[config.mk]
export PLATFORM = sky130hd
export DESIGN_NAME = radial_spotlight_luminance
export DESIGN_NICKNAME = d
export VERILOG_FILES = /design/src/sv/rsl_pkg.sv /design/src/sv/rsl_sqrt.sv /design/src/sv/radial_spotlight_luminance.sv
export SDC_FILE = /design/constraint.sdc
export NUM_CORES = 2
export LEC_CHECK = 0
export BUFFER_PORTS_ARGS = -buffer_cell sky130_fd_sc_hd__buf_2
export CAP_MARGIN = 15
export CORE_ASPECT_RATIO = 1.25
export CORE_MARGIN = 2
export CORE_UTILIZATION = 55
export CTS_BUF_LIST = sky130_fd_sc_hd__clkbuf_4
export CTS_CLUSTER_DIAMETER = 120
export DETAILED_ROUTE_END_ITERATION = 6
export PLACE_DENSITY = 0.71
export SLEW_MARGIN = 20
export SYNTH_ARGS = -nofsm -noshare
export SYNTH_HDL_FRONTEND = slang
export SYNTH_SLANG_ARGS = --single-unit
[constraint.sdc]
create_clock -name clk -period 14.95 [get_ports clk]
set_clock_uncertainty 0.2 [all_clocks]
set_input_delay 1.495 -clock clk [delete_from_list [all_inputs] [get_ports clk]]
set_output_delay 1.495 -clock clk [all_outputs]
set_load 0.01 [all_outputs]
[src/sv/rsl_pkg.sv]
`timescale 1ns / 1ps

package rsl_pkg;

  localparam int CENTER_W    = 14;
  localparam int SUM_W       = 16;
  localparam int RAD_W       = 2 * SUM_W;
  localparam int DQ_W        = 16;
  localparam int REM_W       = DQ_W + 2;
  localparam int SQRT_STAGES = 4;
  localparam int SQRT_STEPS  = DQ_W / SQRT_STAGES;
  localparam int FACTOR_W    = 17;
  localparam int FRAC_W      = 16;
  localparam int RECIP_W     = 22;
  localparam int PROD_W      = DQ_W + RECIP_W;
  localparam int RECIP_SHIFT = 21;

  localparam logic [7:0]          FAR_DIST     = 8'd160;
  localparam logic [SUM_W:0]      FAR_LIMIT_SQ = 17'd25600;
  localparam logic [FACTOR_W-1:0] FAR_FACTOR   = 17'd13107;
  localparam logic [FACTOR_W-1:0] ONE_Q16      = 17'd65536;
  // ceil(2^26 / 25): floor(dq * 32 / 25) == (dq * RECIP_25) >> 21 for dq below 2^16
  localparam logic [RECIP_W-1:0]  RECIP_25     = 22'd2684355;

  typedef enum logic {
    CFG_CENTER_X = 1'b0,
    CFG_CENTER_Y = 1'b1
  } cfg_reg_t;

  typedef struct packed {
    logic [REM_W-1:0] rem;
    logic [DQ_W-1:0]  root;
  } sqrt_state_t;

  // One restoring digit of the integer square root: bring in two radicand bits,
  // try root*4+1 against the partial remainder.
  function automatic sqrt_state_t sqrt_step(sqrt_state_t st, logic [1:0] pair);
    logic [REM_W-1:0] rem_sh;
    logic [REM_W-1:0] trial;
    sqrt_state_t      res;
    rem_sh = {st.rem[REM_W-3:0], pair};
    trial  = {st.root, 2'b01};
    if (rem_sh >= trial) begin
      res.rem  = rem_sh - trial;
      res.root = {st.root[DQ_W-2:0], 1'b1};
    end else begin
      res.rem  = rem_sh;
      res.root = {st.root[DQ_W-2:0], 1'b0};
    end
    return res;
  endfunction

endpackage

[src/sv/rsl_sqrt.sv]
`timescale 1ns / 1ps

module rsl_sqrt
  import rsl_pkg::*;
#(
  parameter int SIDE_W = 17
) (
  input  logic              clk,
  input  logic              rst,
  input  logic              in_valid,
  output logic              in_ready,
  input  logic [SUM_W-1:0]  in_sum,
  input  logic [SIDE_W-1:0] in_side,
  output logic              out_valid,
  input  logic              out_ready,
  output logic [DQ_W-1:0]   out_root,
  output logic [SIDE_W-1:0] out_side
);

  logic              stg_valid [SQRT_STAGES];
  logic              stg_ready [SQRT_STAGES];
  sqrt_state_t       stg_state [SQRT_STAGES];
  logic [SUM_W-1:0]  stg_sum   [SQRT_STAGES];
  logic [SIDE_W-1:0] stg_side  [SQRT_STAGES];

  for (genvar g = 0; g < SQRT_STAGES; g++) begin : g_stage
    logic              prev_valid;
    sqrt_state_t       prev_state;
    logic [SUM_W-1:0]  prev_sum;
    logic [SIDE_W-1:0] prev_side;
    logic              next_ready;
    logic [RAD_W-1:0]  rad;
    sqrt_state_t       state_next;

    if (g == 0) begin : g_first
      assign prev_valid = in_valid;
      assign prev_state = '0;
      assign prev_sum   = in_sum;
      assign prev_side  = in_side;
    end else begin : g_rest
      assign prev_valid = stg_valid[g-1];
      assign prev_state = stg_state[g-1];
      assign prev_sum   = stg_sum[g-1];
      assign prev_side  = stg_side[g-1];
    end

    if (g == SQRT_STAGES - 1) begin : g_last
      assign next_ready = out_ready;
    end else begin : g_mid
      assign next_ready = stg_ready[g+1];
    end

    assign stg_ready[g] = !stg_valid[g] || next_ready;
    assign rad          = {prev_sum, {(RAD_W - SUM_W){1'b0}}};

    always_comb begin
      state_next = prev_state;
      for (int j = 0; j < SQRT_STEPS; j++) begin
        state_next = sqrt_step(state_next, rad[RAD_W-1-2*(g*SQRT_STEPS+j) -: 2]);
      end
    end

    always_ff @(posedge clk) begin
      if (rst) begin
        stg_valid[g] <= 1'b0;
      end else if (stg_ready[g]) begin
        stg_valid[g] <= prev_valid;
      end
    end

    always_ff @(posedge clk) begin
      if (stg_ready[g]) begin
        stg_state[g] <= state_next;
        stg_sum[g]   <= prev_sum;
        stg_side[g]  <= prev_side;
      end
    end
  end

  assign in_ready  = stg_ready[0];
  assign out_valid = stg_valid[SQRT_STAGES-1];
  assign out_root  = stg_state[SQRT_STAGES-1].root;
  assign out_side  = stg_side[SQRT_STAGES-1];

endmodule

[src/sv/radial_spotlight_luminance.sv]
`timescale 1ns / 1ps

// Channel   Handshake               Payload
// --------  ----------------------  ---------------------------
// pixel in  in_valid / in_ready     pixel_x, pixel_y, luma_in
// luma out  out_valid / out_ready   luma_out
// config    cfg_we (no wait)        cfg_addr, cfg_data
//
// Nine register stages: abs difference, squares and far test, four square-root
// stages of four digits each, reciprocal multiply, factor, luma multiply.
// One pixel per cycle sustained while out_ready stays high.
// Synchronous reset clears the valid bits and both center registers.
// A stall on out_ready holds each occupied stage with no empty stage ahead of it; empty stages keep filling.

module radial_spotlight_luminance
  import rsl_pkg::*;
#(
  parameter int COORD_WIDTH = 12,
  parameter int LUMA_WIDTH  = 16
) (
  input  logic                   clk,
  input  logic                   rst,
  input  logic                   cfg_we,
  input  logic                   cfg_addr,
  input  logic [CENTER_W-1:0]    cfg_data,
  input  logic                   in_valid,
  output logic                   in_ready,
  input  logic [COORD_WIDTH-1:0] pixel_x,
  input  logic [COORD_WIDTH-1:0] pixel_y,
  input  logic [LUMA_WIDTH-1:0]  luma_in,
  output logic                   out_valid,
  input  logic                   out_ready,
  output logic [LUMA_WIDTH-1:0]  luma_out
);

  localparam int DIFF_W = ((COORD_WIDTH + 1 > CENTER_W) ? COORD_WIDTH + 1 : CENTER_W) + 1;
  localparam int SIDE_W = LUMA_WIDTH + 1;
  localparam int SCALE_W = LUMA_WIDTH + FACTOR_W;

  logic [CENTER_W-1:0] center_x;
  logic [CENTER_W-1:0] center_y;

  always_ff @(posedge clk) begin
    if (rst) begin
      center_x <= '0;
      center_y <= '0;
    end else if (cfg_we) begin
      case (cfg_reg_t'(cfg_addr))
        CFG_CENTER_X: center_x <= cfg_data;
        CFG_CENTER_Y: center_y <= cfg_data;
        default: ;
      endcase
    end
  end

  // stage 1: absolute differences
  logic signed [DIFF_W-1:0] diff_x;
  logic signed [DIFF_W-1:0] diff_y;
  logic [DIFF_W-1:0]        abs_x;
  logic [DIFF_W-1:0]        abs_y;
  logic                     v1;
  logic                     rdy1;
  logic [DIFF_W-1:0]        dx1;
  logic [DIFF_W-1:0]        dy1;
  logic [LUMA_WIDTH-1:0]    luma1;

  assign diff_x = $signed({{(DIFF_W - COORD_WIDTH){1'b0}}, pixel_x})
                - $signed({{(DIFF_W - CENTER_W){center_x[CENTER_W-1]}}, center_x});
  assign diff_y = $signed({{(DIFF_W - COORD_WIDTH){1'b0}}, pixel_y})
                - $signed({{(DIFF_W - CENTER_W){center_y[CENTER_W-1]}}, center_y});
  assign abs_x  = diff_x[DIFF_W-1] ? DIFF_W'(-diff_x) : DIFF_W'(diff_x);
  assign abs_y  = diff_y[DIFF_W-1] ? DIFF_W'(-diff_y) : DIFF_W'(diff_y);

  // stage 2: squares on the low byte, far test
  logic                  v2;
  logic                  rdy2;
  logic [SUM_W-1:0]      sum2;
  logic                  far2;
  logic [LUMA_WIDTH-1:0] luma2;
  logic [SUM_W-1:0]      sq_x;
  logic [SUM_W-1:0]      sq_y;
  logic [SUM_W:0]        sum_sq;
  logic                  far_next;

  assign sq_x     = dx1[7:0] * dx1[7:0];
  assign sq_y     = dy1[7:0] * dy1[7:0];
  assign sum_sq   = {1'b0, sq_x} + {1'b0, sq_y};
  assign far_next = (dx1 > DIFF_W'(FAR_DIST)) || (dy1 > DIFF_W'(FAR_DIST))
                 || (sum_sq > FAR_LIMIT_SQ);

  // stages 3 to 6: square root
  logic                  sq_in_ready;
  logic                  sq_out_valid;
  logic [DQ_W-1:0]       sq_root;
  logic [SIDE_W-1:0]     sq_side;

  // stage 7: reciprocal multiply
  logic                  v7;
  logic                  rdy7;
  logic [PROD_W-1:0]     prod7;
  logic                  far7;
  logic [LUMA_WIDTH-1:0] luma7;

  // stage 8: factor
  logic                  v8;
  logic                  rdy8;
  logic [FACTOR_W-1:0]   factor8;
  logic [LUMA_WIDTH-1:0] luma8;

  // stage 9: output register
  logic                  rdy9;
  logic [SCALE_W-1:0]    scaled;

  assign rdy9     = !out_valid || out_ready;
  assign rdy8     = !v8 || rdy9;
  assign rdy7     = !v7 || rdy8;
  assign rdy2     = !v2 || sq_in_ready;
  assign rdy1     = !v1 || rdy2;
  assign in_ready = rdy1;

  always_ff @(posedge clk) begin
    if (rst) begin
      v1        <= 1'b0;
      v2        <= 1'b0;
      v7        <= 1'b0;
      v8        <= 1'b0;
      out_valid <= 1'b0;
    end else begin
      if (rdy1) v1 <= in_valid;
      if (rdy2) v2 <= v1;
      if (rdy7) v7 <= sq_out_valid;
      if (rdy8) v8 <= v7;
      if (rdy9) out_valid <= v8;
    end
  end

  always_ff @(posedge clk) begin
    if (rdy1) begin
      dx1   <= abs_x;
      dy1   <= abs_y;
      luma1 <= luma_in;
    end
    if (rdy2) begin
      sum2  <= sum_sq[SUM_W-1:0];
      far2  <= far_next;
      luma2 <= luma1;
    end
  end

  rsl_sqrt #(
    .SIDE_W(SIDE_W)
  ) u_sqrt (
    .clk       (clk),
    .rst       (rst),
    .in_valid  (v2),
    .in_ready  (sq_in_ready),
    .in_sum    (sum2),
    .in_side   ({far2, luma2}),
    .out_valid (sq_out_valid),
    .out_ready (rdy7),
    .out_root  (sq_root),
    .out_side  (sq_side)
  );

  assign scaled = SCALE_W'(luma8) * SCALE_W'(factor8);

  always_ff @(posedge clk) begin
    if (rdy7) begin
      prod7 <= PROD_W'(sq_root) * PROD_W'(RECIP_25);
      far7  <= sq_side[SIDE_W-1];
      luma7 <= sq_side[LUMA_WIDTH-1:0];
    end
    if (rdy8) begin
      factor8 <= far7 ? FAR_FACTOR : ONE_Q16 - prod7[PROD_W-1:RECIP_SHIFT];
      luma8   <= luma7;
    end
    if (rdy9) begin
      luma_out <= scaled[LUMA_WIDTH+FRAC_W-1:FRAC_W];
    end
  end

endmodule
After elaboration in Yosys (flattened, before gate mapping). Memory sizes are Yosys's and may differ from the RTL's. A register that Yosys moved wholly into a read port is not among the register bits. Cells that the tools add are included.

Flip-flop bits (word level): 199. RAM bits: 272. Word-level logic and storage cells: 135. Memories kept: 4.

$add $sub $neg: 22. $mul: 4. $lt $le $gt $ge: 19. Muxes and demuxes: 40. Bitwise gates (word level): 5. Reduce and logical (&&, ||, !) cells: 22.

Memory list: u_sqrt.stg_state (words 4, width 34, rd ports 4, clocked after Yosys merged registers in 0, write ports 4, RTL line rsl_sqrt.sv:22) `sqrt_state_t stg_state [SQRT_STAGES];`; u_sqrt.stg_side (words 4, width 17, rd ports 4, clocked after Yosys merged registers in 1, write ports 4, RTL line rsl_sqrt.sv:24) `logic [SIDE_W-1:0] stg_side [SQRT_STAGES];`; u_sqrt.stg_sum (words 4, width 16, rd ports 3, clocked after Yosys merged registers in 0, write ports 4, RTL line rsl_sqrt.sv:23) `logic [SUM_W-1:0] stg_sum [SQRT_STAGES];`; u_sqrt.stg_valid (words 4, width 1, rd ports 4, clocked after Yosys merged registers in 0, write ports 4, RTL line rsl_sqrt.sv:20) `logic stg_valid [SQRT_STAGES];`.

Operators with widths (count): two-way mux 32 bit (12); greater-or-equal comparator 18 bit (15); subtractor 16 bit (11); two-way mux 34 bit (4); subtractor 18 bit (4); multiplier 16 x 22 -> 38 bit (second input constant) (1); multiplier 16 x 17 -> 32 bit (1); multiplier 8 x 8 -> 16 bit (2); > comparator 15 x 8 -> 1 bit (second input constant) (2); negator 15 bit (2); subtractor 13 x 14 -> 15 bit (2); two-way mux 14 bit (2); two-way mux 1 bit (22); adder 16 x 16 -> 17 bit (1); > comparator 17 x 15 -> 1 bit (second input constant) (1); subtractor 17 bit (first input constant) (1); logical OR 1 bit (11); logical NOT 1 bit (9); bitwise OR 1 bit (4); AND reduction 2 bit (2); subtractor 2 x 1 -> 3 bit (second input constant) (1); greater-or-equal comparator 2 x 1 -> 1 bit (second input constant) (1); inverter 1 bit (1).

Longest topological paths before layout.
Depth in word-level cells: 12. Mapped depth: 60. Depth with buffers taken out: 56.

Cells and area by module. Synthesis repeated with hierarchy kept, for this count alone.

Cell total of the unflattened synthesis: 3887. Area total of the unflattened synthesis: 38495.7 um^2.

By module, submodules not included: radial_spotlight_luminance (times used 1, cells an instance 2467, area an instance 25166.6 um^2, seq. area each 5525.3 um^2); rsl_sqrt (times used 1, cells an instance 1420, area an instance 13329.0 um^2, seq. area each 5014.8 um^2).

Worst setup path after synthesis. Ideal clock, no wire load.

Path type: reg2reg. Start: mem u_sqrt.stg_state[1][0] in the netlist's numbering. End: mem u_sqrt.stg_state[2][18] in the netlist's numbering (data pin). Library setup time: 0.259 ns. Data arrival time: 10.271 ns. Required time: 14.491 ns. Setup slack: 4.220 ns. Stages on the path, launching flop included: 58. Period minus slack after synthesis: 10.730 ns. Cell sequence: edfxtp_1 > inv_1 > ha_1 > inv_1 > fa_1 > nor2b_1 > o21ai_0 > a21oi_1 > o21ai_1 > a21oi_1 > nor2_4 > nand2_2 > clkinv_1 > clkbuf_1 > nand2_1 > nand2_1 > ha_1 > a21oi_1 > [22 not listed] > inv_1 > ha_1 > inv_1 > ha_1 > a21o_1 > a21oi_1 > o21bai_1 > a21oi_1 > nor2b_1 > o21a_1 > nor2_1 > o21bai_1 > a21oi_1 > nor2b_1 > nor3b_1 > nand4b_1 > buf_2 > or2_1.

RTL lines (RTL line): from (decl) (rsl_sqrt.sv:22).

==> impl_metrics.yaml <==
floorplan:
  start_util_pct: 55.5
  die_h_um: 297
  core-area_um2: 68100
  dieArea_um2: 70800
  io_pins: 78
  dieWidth_um: 238
  fp-row-count: 107
timing:
  max_freq_ghz: 0.0782
  relSlewSlack_pct: 28.8
  rsz0062_at_grt: "no"
  fin_crit_ns: 12.80
  final-hold-violation-count: 0
  setup_viol: 0
  finalSetupTns_ns: 0
  drv_slew: 0
  worst_pin_slew_ns: 1.06
  setup_ws_ns: 2.15
  fin_crit_sh_pct: 85.6
routing:
  drt_first_pass_iters: 5
  wl_per_cell_um: 16.2
  ant_nets: 0
  vias_per_cell: 5.45
  drc: 0
  drt_iter0_drc: 1251
  routed_wl_um: 77400
  vias: 26100
outcome:
  status: "completed"
grt:
  grt_pass1_wl_um: 132000
  grt_start_max_net_pins: 49
  grt_pass1_vias: 27500
  grt_use_met3_pct: 2.91
  top_usage_layer: "met2"
  grtUsageMet1_pct: 28.5
  antenna_found_initial: 2
  met2_usage_pct: 41.5
  track_usage_pct: 22.9
  overflow: 0
synth:
  synth_edf_count: 329
  async_flop_share_pct: 0
  synthDistinctLibCells: 112
  synth-main-ff-cell: "edfxtp_1"
  synth-seq-cells: 362
  synthesis.area_um2: 37800
  yosysSeqAreaShare_pct: 27.9
  syn-instance-count: 3736
  syn_avg_cell_area_um2: 10.1
  synth_warnings: 0
place:
  io_buffer_count: 77
  place_ws_ns: 2.25
  gp_congestion: 0.889
  hpwl_um: 61700
  place_inst: 4616
  postPlaceCellArea_um2: 39000
setup_path:
  crit_path_frequent_cell: "a21oi_1"
  critPathKind: "flop to flop"
  cpPeakStageDelay_ns: 0.68
  cp.required_ns: 15.29
  crit_arrival_ns: 13.14
  crit_family: "compound AO/OA/AOI/OAI gates"
  critPathMaxFanout: 23
  start_kind: "flop"
  end_kind: "flop"
  cp_slowest_cell: "or3_1"
  cp_num_buf_inv: 8
clocking:
  cts-resized-gates: 0
  clock_latency_ns: 0.88
  root_buffer: "clkbuf_4"
  cts_sinks: 362
  cts_buffers: 93
  cts_hold_buf: 0
  tritoncts: "built"
  h-tree-depth: 3
  post_cts_buffers: 0
  clk_pin_slew_ns: 0.07
  cts.path.max_buffers: 3
layout:
  final_cells: 4782
  n_fill_cell: 5889
  area_delta_synth_final_pct: 6.56
  fin_nets: 4765
  final_area_um2: 40300
  drive_gt1_share_pct: 8.19
min_path:
  min_path_type: "flop to flop"
flow_run:
  drv_cap: 0
## cell usage in the layout, fill, tap and decap left out, types with 12 or more instances in the layout
master    instances
nor2b_1          38
ha_1            470
mux2_2           12
clkinv_1         23
nor2_1          171
xnor2_1         137
clkbuf_4        128
xor2_1           72
nand3_1          38
a21oi_1         196
dfxtp_1          33
a21o_1           42
nand2_1         405
buf_4            18
or3_1            29
o21bai_1         39
nand3b_1         13
edfxtp_1        329
inv_1           621
or2_2            18
fa_1            396
and2_1          139
nand2b_1         26
o21ai_0          78
a211oi_1         18
and3_1           12
nor3_1           49
o31ai_1          13
o21a_1           29
buf_2            77
nand4_1          14
## layout make-up
cell class / instances / area [um2] / area share (%)
Antenna cell: 1 / 2.50 / 0.00621
Clock buffer: 128 / 961 / 2.39
Sequential cell: 362 / 10500 / 26.2
Timing Repair Buffer: 95 / 520 / 1.29
Multi-Input combinational cell: 2659 / 24500 / 60.9
Inverter: 628 / 2360 / 5.85
Clock inverter: 37 / 254 / 0.631
Tap cell: 872 / 1090 / 2.71
## worst register-to-register path: cells and delay by family (launching register included)
kind	cells	cell delay [ns]
compound gates	25	4.61
flops	1	0.42
mux	1	0.29
fa+ha+maj	7	1.83
simple gates	15	3.66
buf+inv	8	1.55
## Yosys cell counts (10+ instances only)
library cell | instances | area (um2)
clkbuf_1 | 79 | 297
nand4_1 | 14 | 87.6
o41ai_1 | 10 | 87.6
nand3b_1 | 13 | 97.6
nor2b_1 | 38 | 238
xnor2_1 | 137 | 1200
edfxtp_1 | 329 | 9880
or2_2 | 18 | 113
ha_1 | 470 | 5880
and3_1 | 12 | 75.1
nand2_1 | 406 | 1520
nor4_1 | 11 | 68.8
or3_1 | 29 | 181
inv_1 | 622 | 2330
xor2_1 | 72 | 631
a21oi_1 | 196 | 981
a21o_1 | 42 | 315
o211ai_1 | 10 | 75.1
o31ai_1 | 13 | 97.6
fa_1 | 396 | 7930
nand3_1 | 40 | 200
a211oi_1 | 18 | 135
o21a_1 | 29 | 218
o21bai_1 | 39 | 293
nor3_1 | 49 | 245
o21ai_0 | 78 | 390
nand2b_1 | 26 | 163
and2_1 | 139 | 870
nor2_1 | 171 | 642
mux2_2 | 12 | 135
dfxtp_1 | 33 | 661
## sequential cells by signal (all words and copies together) (netlist names), 17 cells and up
register and count:
u_sqrt.stg_side 68, factor8 17, u_sqrt.stg_state 87, prod7 17
## worst paths after layout
| check | slack, ns | start | endpoint | depth (start not counted) |
|---|---|---|---|---|
| worst max-delay path | 2.15 | u_sqrt.stg_state[1][0]$_DFFE_PP_ | u_sqrt.stg_state[2][27]$_DFFE_PP_ | 56 |
| worst max register to register | 2.15 | u_sqrt.stg_state[1][0]$_DFFE_PP_ | u_sqrt.stg_state[2][27]$_DFFE_PP_ | 56 |
| worst min-delay path | 0.16 | u_sqrt.stg_side[1][10]$_DFFE_PP_ | u_sqrt.stg_side[2][10]$_DFFE_PP_ | 0 |
| worst min register to register | 0.16 | u_sqrt.stg_side[1][10]$_DFFE_PP_ | u_sqrt.stg_side[2][10]$_DFFE_PP_ | 0 |
## through the flow
stage               hold slack [ns]  utilization [%]
finish                        0.157             59.1
CTS                           0.142             59.1
detailed placement            0.205             57.3
floorplan                     0.200                -
global placement              0.201             57.3
global route                  0.152             59.1
## per-layer routing
metal / vias up / wire [um]
met3: 134 / 3220
met1: 12700 / 32500
met2: 530 / 40100
met5: - / 13
li1: 12700 / -
met4: 2 / 1640
## cell families after synthesis
| logic type | share of synthesized area, % |
|---|---|
| flops | 27.9 |
| mux | 0.732 |
| fa+ha+maj | 36.5 |
| compound gates | 9.56 |
| other cells | 0.0199 |
| simple gates | 13.2 |
| xor+xnor | 4.84 |
| buf+inv | 7.23 |
Power is left out: the tool's default activity adds up to more than one toggle a clock period on the data nets, which glitch-free logic cannot reach.
